==> config.mk <==
export PLATFORM = sky130hd
export DESIGN_NAME = first_fit_segment_allocator
export DESIGN_NICKNAME = d
export VERILOG_FILES = /design/src/hdl/ffsa_pkg.sv /design/src/hdl/ffsa_ext_mem.sv /design/src/hdl/first_fit_segment_allocator.sv
export SDC_FILE = /design/constraint.sdc
export NUM_CORES = 2
export LEC_CHECK = 0
export ABC_AREA = 0
export BUFFER_PORTS_ARGS = -buffer_cell sky130_fd_sc_hd__buf_2
export CAP_MARGIN = 20
export CORE_MARGIN = 5
export CORE_UTILIZATION = 25
export DETAILED_ROUTE_END_ITERATION = 7
export PLACE_DENSITY = 0.39
export SETUP_SLACK_MARGIN = 0.2
export SLEW_MARGIN = 5
export SYNTH_ARGS = -nofsm -noshare
export SYNTH_HDL_FRONTEND = slang
export SYNTH_SLANG_ARGS = --single-unit
==> constraint.sdc <==
create_clock -name clock -period 10.4 [get_ports clock]
set_clock_uncertainty 0.1 [all_clocks]
set_input_delay 0 -clock clock [delete_from_list [all_inputs] [get_ports clock]]
set_output_delay 0 -clock clock [all_outputs]
set_load 0.01 [all_outputs]
==> src/hdl/ffsa_pkg.sv <==
// Shared types and constants for the first-fit segment allocator.
package ffsa_pkg;

   // Status codes reported with every result item.
   localparam logic [1:0] ST_OK      = 2'd0;
   localparam logic [1:0] ST_NOFIT   = 2'd1;
   localparam logic [1:0] ST_BADSIZE = 2'd2;
   localparam logic [1:0] ST_FULL    = 2'd3;

   // Request codes.
   localparam logic REQ_ALLOC = 1'b0;
   localparam logic REQ_FREE  = 1'b1;

   // Allocation size limits and header rounding.
   localparam logic [19:0] MAX_BYTES   = 20'hffff0;
   localparam logic [20:0] HDR_ROUND   = 21'd21;
   localparam logic [16:0] HEAP_END    = 17'h10000;

   // One free extent as it sits in the extent memory.
   typedef struct packed {
      logic [15:0] start;
      logic [16:0] len;
   } extent_type;

   // Sequencer states, one-hot.
   typedef enum logic [6:0] {
      S_IDLE    = 7'b0000001,
      S_SCAN    = 7'b0000010,
      S_DECIDE  = 7'b0000100,
      S_SHIFT   = 7'b0001000,
      S_PLACE   = 7'b0010000,
      S_LARGEST = 7'b0100000,
      S_RESP    = 7'b1000000
   } state_type;

endpackage

==> src/hdl/ffsa_ext_mem.sv <==
// Extent memory: one write port and one registered read port.
module ffsa_ext_mem #(
   parameter int DEPTH = 64,
   parameter int AW    = 6
) (
   input  logic                  clock,
   input  logic                  wr_en,
   input  logic [AW-1:0]         wr_addr,
   input  ffsa_pkg::extent_type  wr_data,
   input  logic [AW-1:0]         rd_addr,
   output ffsa_pkg::extent_type  rd_data
);

   ffsa_pkg::extent_type mem [DEPTH];
   ffsa_pkg::extent_type rd_data_ff;

   // Write and read both happen on the clock; read data is registered.
   always_ff @(posedge clock) begin
      if (wr_en) begin
         mem[wr_addr] <= wr_data;
      end
      rd_data_ff <= mem[rd_addr];
   end

   assign rd_data = rd_data_ff;

endmodule

==> src/hdl/first_fit_segment_allocator.sv <==
// Top level of the first-fit segment allocator with free-extent coalescing.
//
//  channel | direction | handshake          | payload
//  --------+-----------+--------------------+------------------------------------------
//  req     | in        | req_valid/req_stall| req_type, alloc_bytes, free_segment/paragraphs
//  rsp     | out       | rsp_valid/rsp_stall| status, block_*, total/largest_free, blocks
//
// One item passes, in order, through the accept cycle, a search walk that stops
// at the first fitting or following extent, a decide step, a shift over the rest
// of the table, a place step for a new free extent, a walk of the updated table
// for the largest extent, and the result cycle; shift and place run only when needed.
// Reset is synchronous and empties the extent table at once (count only).
// req_stall stays high from acceptance until the result item is taken;
// a stalled result holds its value.
module first_fit_segment_allocator #(
   parameter int MAX_EXTENTS = 64
) (
   input  logic        clock,
   input  logic        reset,
   input  logic        req_valid,
   output logic        req_stall,
   input  logic        req_type,
   input  logic [19:0] req_alloc_bytes,
   input  logic [15:0] req_free_segment,
   input  logic [15:0] req_free_paragraphs,
   output logic        rsp_valid,
   input  logic        rsp_stall,
   output logic [1:0]  rsp_status,
   output logic [15:0] rsp_block_segment,
   output logic [15:0] rsp_block_paragraphs,
   output logic [16:0] rsp_total_free,
   output logic [16:0] rsp_largest_free,
   output logic [15:0] rsp_blocks_outstanding
);

   localparam int IW = (MAX_EXTENTS > 1) ? $clog2(MAX_EXTENTS) : 1;
   localparam int CW = $clog2(MAX_EXTENTS + 1);
   localparam logic [CW-1:0] CNT_MAX = CW'(MAX_EXTENTS);
   localparam logic [CW-1:0] ONE     = CW'(1);

   ffsa_pkg::state_type state_ff, state_in;
   logic               typ_ff, typ_in;
   logic [16:0]        need_ff, need_in;
   logic               bad_ff, bad_in;
   logic [15:0]        seg_ff, seg_in;
   logic [15:0]        plen_ff, plen_in;
   logic [CW-1:0]      cnt_ff, cnt_in;
   logic [16:0]        total_ff, total_in;
   logic [15:0]        live_ff, live_in;
   logic [CW-1:0]      addr_ff, addr_in;
   logic [CW-1:0]      tag_ff, tag_in;
   logic               pend_ff, pend_in;
   logic [CW-1:0]      rem_ff, rem_in;
   logic               down_ff, down_in;
   logic               ins_ff, ins_in;
   logic               found_ff, found_in;
   logic [15:0]        hit_start_ff, hit_start_in;
   logic [16:0]        hit_len_ff, hit_len_in;
   logic [CW-1:0]      hit_idx_ff, hit_idx_in;
   logic               prev_ok_ff, prev_ok_in;
   logic [15:0]        prev_start_ff, prev_start_in;
   logic [16:0]        prev_len_ff, prev_len_in;
   logic [CW-1:0]      pos_ff, pos_in;
   logic [16:0]        max_ff, max_in;
   logic [1:0]         status_ff, status_in;
   logic [15:0]        oseg_ff, oseg_in;
   logic [15:0]        olen_ff, olen_in;

   logic                 mem_we;
   logic [IW-1:0]        mem_waddr;
   ffsa_pkg::extent_type mem_wdata;
   ffsa_pkg::extent_type rd;

   logic [20:0] need_sum;
   logic [16:0] need_new;
   logic [16:0] f_end;
   logic [16:0] prev_end;
   logic        hit;
   logic        at_end;
   logic        bad_free;
   logic        join_prev;
   logic        join_next;

   ffsa_ext_mem #(
      .DEPTH (MAX_EXTENTS),
      .AW    (IW)
   ) u_mem (
      .clock   (clock),
      .wr_en   (mem_we),
      .wr_addr (mem_waddr),
      .wr_data (mem_wdata),
      .rd_addr (addr_ff[IW-1:0]),
      .rd_data (rd)
   );

   // Request decode and the shared compare and add terms.
   assign need_sum  = {1'b0, req_alloc_bytes} + ffsa_pkg::HDR_ROUND;
   assign need_new  = need_sum[20:4];
   assign f_end     = {1'b0, seg_ff} + {1'b0, plen_ff};
   assign prev_end  = {1'b0, prev_start_ff} + prev_len_ff;
   assign hit       = (typ_ff == ffsa_pkg::REQ_FREE) ? (rd.start > seg_ff)
                                                     : (rd.len >= need_ff);
   assign at_end    = (addr_ff >= cnt_ff);
   assign bad_free  = (plen_ff == 16'd0) || (f_end > ffsa_pkg::HEAP_END) ||
                      (prev_ok_ff && (prev_end > {1'b0, seg_ff})) ||
                      (found_ff && (f_end > {1'b0, hit_start_ff}));
   assign join_prev = prev_ok_ff && (prev_end == {1'b0, seg_ff});
   assign join_next = found_ff && ({1'b0, hit_start_ff} == f_end);

   // Sequencer.
   always_comb begin
      state_in      = state_ff;
      typ_in        = typ_ff;
      need_in       = need_ff;
      bad_in        = bad_ff;
      seg_in        = seg_ff;
      plen_in       = plen_ff;
      cnt_in        = cnt_ff;
      total_in      = total_ff;
      live_in       = live_ff;
      addr_in       = addr_ff;
      tag_in        = tag_ff;
      pend_in       = pend_ff;
      rem_in        = rem_ff;
      down_in       = down_ff;
      ins_in        = ins_ff;
      found_in      = found_ff;
      hit_start_in  = hit_start_ff;
      hit_len_in    = hit_len_ff;
      hit_idx_in    = hit_idx_ff;
      prev_ok_in    = prev_ok_ff;
      prev_start_in = prev_start_ff;
      prev_len_in   = prev_len_ff;
      pos_in        = pos_ff;
      max_in        = max_ff;
      status_in     = status_ff;
      oseg_in       = oseg_ff;
      olen_in       = olen_ff;
      mem_we        = 1'b0;
      mem_waddr     = '0;
      mem_wdata     = '0;

      case (state_ff)
         ffsa_pkg::S_IDLE: begin
            if (req_valid) begin
               typ_in     = req_type;
               need_in    = need_new;
               bad_in     = (req_alloc_bytes == 20'd0) ||
                            (req_alloc_bytes > ffsa_pkg::MAX_BYTES) || need_new[16];
               seg_in     = req_free_segment;
               plen_in    = req_free_paragraphs;
               addr_in    = '0;
               pend_in    = 1'b0;
               found_in   = 1'b0;
               prev_ok_in = 1'b0;
               pos_in     = '0;
               state_in   = ffsa_pkg::S_SCAN;
            end
         end

         // Walk the table in address order until the first hit.
         ffsa_pkg::S_SCAN: begin
            if (pend_ff && hit) begin
               found_in     = 1'b1;
               hit_start_in = rd.start;
               hit_len_in   = rd.len;
               hit_idx_in   = tag_ff;
               pend_in      = 1'b0;
               state_in     = ffsa_pkg::S_DECIDE;
            end else begin
               if (pend_ff && (typ_ff == ffsa_pkg::REQ_FREE)) begin
                  prev_ok_in    = 1'b1;
                  prev_start_in = rd.start;
                  prev_len_in   = rd.len;
                  pos_in        = tag_ff + ONE;
               end
               if (!at_end) begin
                  tag_in  = addr_ff;
                  addr_in = addr_ff + ONE;
                  pend_in = 1'b1;
               end else begin
                  pend_in = 1'b0;
                  if (!pend_ff) begin
                     state_in = ffsa_pkg::S_DECIDE;
                  end
               end
            end
         end

         // Settle the outcome and make the single-entry update where one is needed.
         ffsa_pkg::S_DECIDE: begin
            addr_in  = '0;
            pend_in  = 1'b0;
            max_in   = '0;
            ins_in   = 1'b0;
            state_in = ffsa_pkg::S_LARGEST;
            if (typ_ff == ffsa_pkg::REQ_ALLOC) begin
               if (bad_ff) begin
                  status_in = ffsa_pkg::ST_BADSIZE;
                  oseg_in   = '0;
                  olen_in   = '0;
               end else if (!found_ff) begin
                  status_in = ffsa_pkg::ST_NOFIT;
                  oseg_in   = '0;
                  olen_in   = need_ff[15:0];
               end else begin
                  status_in = ffsa_pkg::ST_OK;
                  oseg_in   = hit_start_ff;
                  olen_in   = need_ff[15:0];
                  total_in  = total_ff - need_ff;
                  if (live_ff != 16'hffff) begin
                     live_in = live_ff + 16'd1;
                  end
                  if (hit_len_ff == need_ff) begin
                     cnt_in   = cnt_ff - ONE;
                     rem_in   = cnt_ff - ONE - hit_idx_ff;
                     addr_in  = hit_idx_ff + ONE;
                     down_in  = 1'b1;
                     state_in = ffsa_pkg::S_SHIFT;
                  end else begin
                     mem_we          = 1'b1;
                     mem_waddr       = hit_idx_ff[IW-1:0];
                     mem_wdata.start = hit_start_ff + need_ff[15:0];
                     mem_wdata.len   = hit_len_ff - need_ff;
                  end
               end
            end else begin
               oseg_in = seg_ff;
               olen_in = plen_ff;
               if (bad_free) begin
                  status_in = ffsa_pkg::ST_BADSIZE;
               end else if (!join_prev && !join_next && (cnt_ff >= CNT_MAX)) begin
                  status_in = ffsa_pkg::ST_FULL;
               end else begin
                  status_in = ffsa_pkg::ST_OK;
                  total_in  = total_ff + {1'b0, plen_ff};
                  if (live_ff != 16'd0) begin
                     live_in = live_ff - 16'd1;
                  end
                  if (join_prev) begin
                     mem_we          = 1'b1;
                     mem_waddr       = IW'(pos_ff - ONE);
                     mem_wdata.start = prev_start_ff;
                     mem_wdata.len   = prev_len_ff + {1'b0, plen_ff} +
                                       (join_next ? hit_len_ff : 17'd0);
                     if (join_next) begin
                        cnt_in   = cnt_ff - ONE;
                        rem_in   = cnt_ff - ONE - pos_ff;
                        addr_in  = pos_ff + ONE;
                        down_in  = 1'b1;
                        state_in = ffsa_pkg::S_SHIFT;
                     end
                  end else if (join_next) begin
                     mem_we          = 1'b1;
                     mem_waddr       = pos_ff[IW-1:0];
                     mem_wdata.start = seg_ff;
                     mem_wdata.len   = hit_len_ff + {1'b0, plen_ff};
                  end else begin
                     cnt_in   = cnt_ff + ONE;
                     rem_in   = cnt_ff - pos_ff;
                     addr_in  = cnt_ff - ONE;
                     down_in  = 1'b0;
                     ins_in   = 1'b1;
                     state_in = ffsa_pkg::S_SHIFT;
                  end
               end
            end
         end

         // Move entries one place, reading each entry and writing it back in the next cycle.
         ffsa_pkg::S_SHIFT: begin
            if (pend_ff) begin
               mem_we    = 1'b1;
               mem_waddr = down_ff ? IW'(tag_ff - ONE) : IW'(tag_ff + ONE);
               mem_wdata = rd;
            end
            if (rem_ff != '0) begin
               tag_in  = addr_ff;
               addr_in = down_ff ? (addr_ff + ONE) : (addr_ff - ONE);
               rem_in  = rem_ff - ONE;
               pend_in = 1'b1;
            end else begin
               pend_in = 1'b0;
               if (!pend_ff) begin
                  addr_in  = '0;
                  max_in   = '0;
                  state_in = ins_ff ? ffsa_pkg::S_PLACE : ffsa_pkg::S_LARGEST;
               end
            end
         end

         // Write the new extent into the gap opened by the shift.
         ffsa_pkg::S_PLACE: begin
            mem_we          = 1'b1;
            mem_waddr       = pos_ff[IW-1:0];
            mem_wdata.start = seg_ff;
            mem_wdata.len   = {1'b0, plen_ff};
            addr_in         = '0;
            pend_in         = 1'b0;
            max_in          = '0;
            state_in        = ffsa_pkg::S_LARGEST;
         end

         // Walk the table once more for the largest extent.
         ffsa_pkg::S_LARGEST: begin
            if (pend_ff && (rd.len > max_ff)) begin
               max_in = rd.len;
            end
            if (!at_end) begin
               addr_in = addr_ff + ONE;
               pend_in = 1'b1;
            end else begin
               pend_in = 1'b0;
               if (!pend_ff) begin
                  state_in = ffsa_pkg::S_RESP;
               end
            end
         end

         ffsa_pkg::S_RESP: begin
            if (!rsp_stall) begin
               state_in = ffsa_pkg::S_IDLE;
            end
         end

         default: begin
            state_in = ffsa_pkg::S_IDLE;
         end
      endcase
   end

   // Registers; only control state is reset.
   always_ff @(posedge clock) begin
      if (reset) begin
         state_ff <= ffsa_pkg::S_IDLE;
         cnt_ff   <= '0;
         total_ff <= '0;
         live_ff  <= '0;
         pend_ff  <= 1'b0;
      end else begin
         state_ff <= state_in;
         cnt_ff   <= cnt_in;
         total_ff <= total_in;
         live_ff  <= live_in;
         pend_ff  <= pend_in;
      end
      typ_ff        <= typ_in;
      need_ff       <= need_in;
      bad_ff        <= bad_in;
      seg_ff        <= seg_in;
      plen_ff       <= plen_in;
      addr_ff       <= addr_in;
      tag_ff        <= tag_in;
      rem_ff        <= rem_in;
      down_ff       <= down_in;
      ins_ff        <= ins_in;
      found_ff      <= found_in;
      hit_start_ff  <= hit_start_in;
      hit_len_ff    <= hit_len_in;
      hit_idx_ff    <= hit_idx_in;
      prev_ok_ff    <= prev_ok_in;
      prev_start_ff <= prev_start_in;
      prev_len_ff   <= prev_len_in;
      pos_ff        <= pos_in;
      max_ff        <= max_in;
      status_ff     <= status_in;
      oseg_ff       <= oseg_in;
      olen_ff       <= olen_in;
   end

   // Port drive.
   assign req_stall              = (state_ff != ffsa_pkg::S_IDLE);
   assign rsp_valid              = (state_ff == ffsa_pkg::S_RESP);
   assign rsp_status             = status_ff;
   assign rsp_block_segment      = oseg_ff;
   assign rsp_block_paragraphs   = olen_ff;
   assign rsp_total_free         = total_ff;
   assign rsp_largest_free       = max_ff;
   assign rsp_blocks_outstanding = live_ff;

endmodule

Word-level counts from Yosys, hierarchy flattened
Memory sizes are Yosys's and may differ from the RTL's. A register that Yosys moved wholly into a read port is not among the register bits.
Cells that the tools add are included.
Widths: inputs -> output; s select.
- register bits: 255
- bits in writable memories: 2112
- bits of input ports: 57
- output and inout bits: 86
- word-level logic and storage cells: 293
- memories kept: 1
- memories (name ; words ; bits a word ; read ports ; clocked after memory_dff ; wr ports ; RTL line ; RTL):
    u_mem.mem ; 64 ; 33 ; 1 ; 1 ; 1 ; ffsa_ext_mem.sv:14 ; ffsa_pkg::extent_type mem [DEPTH];
- add/subtract/negate cells: 25
- order comparisons: 9
- equality and inequality tests: 40
- muxes and demuxes: 144
- bitwise logic cells: 2
- reductions and logical operators: 45
- operators with widths (kind ; count):
    $mux 7 ; 52
    $mux 33 ; 9
    $mux 16 ; 12
    $mux 17 ; 9
    $pmux 33 s3 ; 1
    $mux 6 ; 16
    $add 17x16->17 ; 3
    $pmux 17 s3 ; 1
    $pmux 7 s7 ; 1
    $pmux 7 s2 ; 3
    $pmux 7 s6 ; 1
    $add 7x1->7 const B ; 5
    $gt 17x16->1 ; 2
    $sub 17x17->17 ; 2
    $mux 1 ; 30
    $ne 2x2->1 const B ; 15
    $ne 3x3->1 const B ; 9
    $add 20x5->21 const B ; 1
    $sub 7x1->7 const B ; 3
    $sub 7x7->7 ; 3
    $gt 20x20->1 const B ; 1
    $logic_not 20->1 ; 1
    $pmux 6 s3 ; 1
    $add 16x16->17 ; 1
    51 further kinds ; 83

Depth between registers and ports, before layout
- depth in word-level cells: 12
- depth in mapped cells: 32
- mapped depth without buffers: 30

Cells and area by module
Synthesis repeated with hierarchy kept, for this count alone.
- cells, all modules: 5965
- area total of the unflattened synthesis: 102627.2 µm²
- modules (own cells, without submodules) (module ; times used ; cells an instance ; area an instance (µm²) ; sequential area each (µm²)):
    ffsa_ext_mem ; 1 ; 3610 ; 81094.0 ; 64081.5
    first_fit_segment_allocator ; 1 ; 2355 ; 21533.2 ; 7176.9

Worst setup path before layout
Ideal clock, no wire load.
- path type: reg-to-reg
- from: reg plen_ff[0]
- to: mem u_mem.mem[0][15] (netlist bit), data pin
- setup time: 0.720 ns
- data arrival time: 9.041 ns
- data required time: 9.580 ns
- slack: 0.540 ns
- cell stages (with the launch flop): 33
- buffers on the path: 2
- clock period less this slack: 9.860 ns
- cell sequence: edfxtp_1 -> ha_1 -> inv_1 -> fa_1 -> nand2b_1 -> a21bo_2 -> a31o_1 -> a21oi_1 -> xnor2_1 -> inv_1 -> ha_1 -> nand4_1 -> nor4_1 -> nand3_1 -> a21oi_1 -> clkbuf_1 -> clkbuf_1 -> nand2_1 -> fa_1 -> inv_1 -> ha_1 -> inv_1 -> fa_1 -> nor2b_1 -> o31a_1 -> o211ai_1 -> a21oi_1 -> nor3_1 -> o41ai_1 -> xor2_1 -> nor2_1 -> a2bb2oi_1 -> o31ai_1
- RTL lines (item ; RTL line ; RTL):
    start: declaration ; first_fit_segment_allocator.sv:46 ; logic [15:0] plen_ff, plen_in;
    start signal: assignment ; first_fit_segment_allocator.sv:351 ; plen_ff <= plen_in;
    end: declaration ; ffsa_ext_mem.sv:14 ;

Worst setup path after layout
- from: reg plen_ff[1]
- to: mem u_mem.mem[35][30] (netlist bit), enable pin
- word-level cells in the longest chain between the ends: 12
- elaborated cells between the ends (all ways): 27
- classes of those cells: add/sub (1); order compare (2); eq/ne (1); mux (14); reduce/logical (9)
- RTL lines (item):
    branches (longest 12 deep; another with $add 16x16->17)
Parallel ways; which one is timed is not known.

==> impl_metrics.toml <==
[power_and_ir_drop]
p_int_uw = 18620
power.leakage_uw = 0.03618
combinationalPowerShare_pct = 22.8
ir_drop_mv = 0.1821
powerDensity_mw_per_mm2 = 220.3
pwr-share-seq_pct = 41.1
p_sw_share_pct = 30.35
p_clk_share_pct = 36.2
p_sw_uw = 8116

[sta]
setup_violations = 0
tightest_slew_ps = 1188
maxSlewHeadroom_pct = 20.78
grt_setup_unrepaired = "no"
clock.fmax_mhz = 110.9
hold_violations = 0
slew_viol_final = 0
period_needed_ps = 9018
tns_ps = 0
fin_crit_sh_pct = 86.72

[logic_synthesis]
postSynthNetCount = 5865
synthTopCellsByArea = "edfxtp_1, mux4_2, ha_1"
syn_inst = 5545
synth-seq-cells = 2400
synth_top_area_share_pct = 68.20
syn_area_per_cell_um2 = 18.41
synthArstFlopShare_pct = 0
syn_area_mm2 = 0.1021
synth_edf_count = 2319
synth_top_cell_by_area = "edfxtp_1"
yosysUniqueCellTypes = 79
yosysSeqAreaShare_pct = 69.79
yosys_warnings = 0
ys.flop_type = "edfxtp_1"

[routing]
dr.first_iter.drc_count = 4784
drcViolationCount = 0
ant_nets = 0
firstDrtPassIters = 5
via_count = 55265
detail_route.wl_per_cell_um = 27.77
drt-total-wl_mm = 324.8
vias_per_cell = 4.725

[worst_setup_path]
r2r_cells = 23
critPathMaxFanout = 22
end_kind = "register"
crit_arrival_ps = 9490
criticalPathCategory = "reg -> reg"
startpoint_type = "register"
required_ps = 10870

[cts]
clkTransAtPathRegs_ps = 60
tritoncts = "yes"
cts_buffers = 278
clock-sinks = 2400
post_cts_resized = 0
clk_path_buf_depth = 4
ctsHtreeMaxLevel = 5
cts_setup_buffers = 0
clkLatencyLatePin_ps = 890
cts_root_buf = "clkbuf_16"

[finish]
fin_nets = 6360
final_area_mm2 = 0.1214
drive_gt1_share_pct = 24.12
fin_cells = 11696
synthToLayoutAreaGrowth_pct = 18.89
final_cell_mix = "edfxtp_1, mux4_2, clkbuf_16, ha_1, nor2_1"
fill_cells = 39816
multi_input_area_mm2 = 0.03021
final_common_cell = "edfxtp_1"
seqCellArea_mm2 = 0.07126

[floorplanning]
rows = 234
coreArea_mm2 = 0.4067
start_util_pct = 25.11
die-width_um = 649.1
dieArea_mm2 = 0.4213
num_io_pins = 143
die_h_um = 649.1

[placement]
placed_area_mm2 = 0.1112
place.gp.congestion = 0.8348
numPortBuffers = 142
place_inst = 11062
dp_hpwl_mm = 208.5

[status]
status = "completed"

[global_route]
first_global_vias = 56708
grt_util_all_layers_pct = 14.94
antenna_found_initial = 33
grt_overflow = 0
grt_pass1_wl_mm = 454.6
grt_max_degree = 99

[job]
drv_cap = 0

[min_path]
hold_path_class = "in -> reg"
min_delay_path_depth = 4
-- power groups by stage --
stage               sequential (uW)  combinational [uW]  clock (uW)
CTS                           11000                6240        9990
detailed placement            11200                6190           0
global placement              11200                6210           0
floorplan                     11000                4010           0
finish                        11000                6090        9670
global route                  11000                6550       10400
-- per-stage QoR --
stage	total power, uW	hold WS (ps)	setup slack (ps)	utilization (%)
2_1_floorplan	15020	-1.131	539.6	-
3_3_place_gp	17400	81.57	1491	27.34
3_5_place_dp	17370	81.46	1467	27.34
4_1_cts	27220	5.244	1457	29.83
5_1_grt	27940	82.44	796.6	29.85
6_report	26740	96.20	1382	29.85
-- what timing repair did --
item | in CTS | in global routing
endpoints found under the hold margin | 132 | 10
hold buffers | 122 | 1
setup endpoints to repair | 0 | 0
-- cells by family after synthesis --
logic type                 count (synthesis)  synth area share (%)
AOI/OAI and AO/OA                        721                 4.668
xor gates and xnor gates                 192                 1.647
adders and majority gates                263                 3.414
buffers and inverters                    395                 1.466
DFF                                     2400                 69.79
muxes                                    741                 15.12
and+or+nand+nor                          833                 3.903
-- synthesized netlist by cell type (all sizes together), types with 49 or more instances --
library cell and n:
nand2 183, dfxtp 81, nor3 71, clkbuf 154, o21ai 146, a21oi 190, mux2i 76, xor2 62
mux4 638, o22ai 49, nand3 70, xnor2 130, edfxtp 2319, buf 86, inv 153, a21o 59
a22oi 62, nor2 258, ha 237
-- worst max-delay path, stage by stage, from the launching register on --
cell and delay (ps):
edfxtp_1 610, inv_1 260, fa_1 490, nand2b_1 200
a21bo_2 240, a31o_1 250, a21oi_1 170, xnor2_1 190
inv_1 70, ha_1 310, nand4_1 130, nor4_1 400
nand3_1 230, a21oi_2 550, inv_1 420, ha_1 360
nand2_1 130, inv_1 100, nor2_1 280, nand2_1 510
o41ai_1 700, nand3_1 720, nor2_4 930, buf_4 370
-- final cells by class --
cell class,instances,share of cell area (%)
flip-flops and latches,2400,58.70
multi-input cells,2750,24.89
clock buffers,350,6.166
well taps,5428,5.595
repair buffers,455,2.991
clock inverters,151,1.166
inverters,155,0.4793
diodes,7,0.01443
-- per-layer routing --
layer  global-route usage (%)  share of wire [%]  vias to the layer above
met2                    23.99                 47                     1479
li1                         -                  -                    23780
met1                    21.18                 46                    29662
met5                        0                  0                        -
met3                    2.318                4.9                      344
met4                    3.650                2.4                        0
-- path summary, 6_finish.rpt --
| kind | startpoint | endpoint | slack [ps] |
|---|---|---|---|
| hold / removal | req_alloc_bytes[16] | need_ff[13]$_DFFE_PP_ | 100 |
| setup reg to reg | plen_ff[1]$_DFFE_PP_ | u_mem.mem[35][30]$_DFFE_PP_ | 1380 |
| setup / recovery | plen_ff[1]$_DFFE_PP_ | u_mem.mem[35][30]$_DFFE_PP_ | 1380 |
| hold reg to reg | tag_ff[6]$_DFFE_PP_ | hit_idx_ff[6]$_DFFE_PP_ | 380 |
-- registers in the layout (all words and copies together) (netlist names), 17 cells and up --
signal / cells
u_mem.mem: 2112
u_mem.rd_data: 33
hit_len_ff: 17
need_ff: 17
prev_len_ff: 17
rsp_largest_free: 17
rsp_total_free: 17
(Power assumes the default switching activity.)
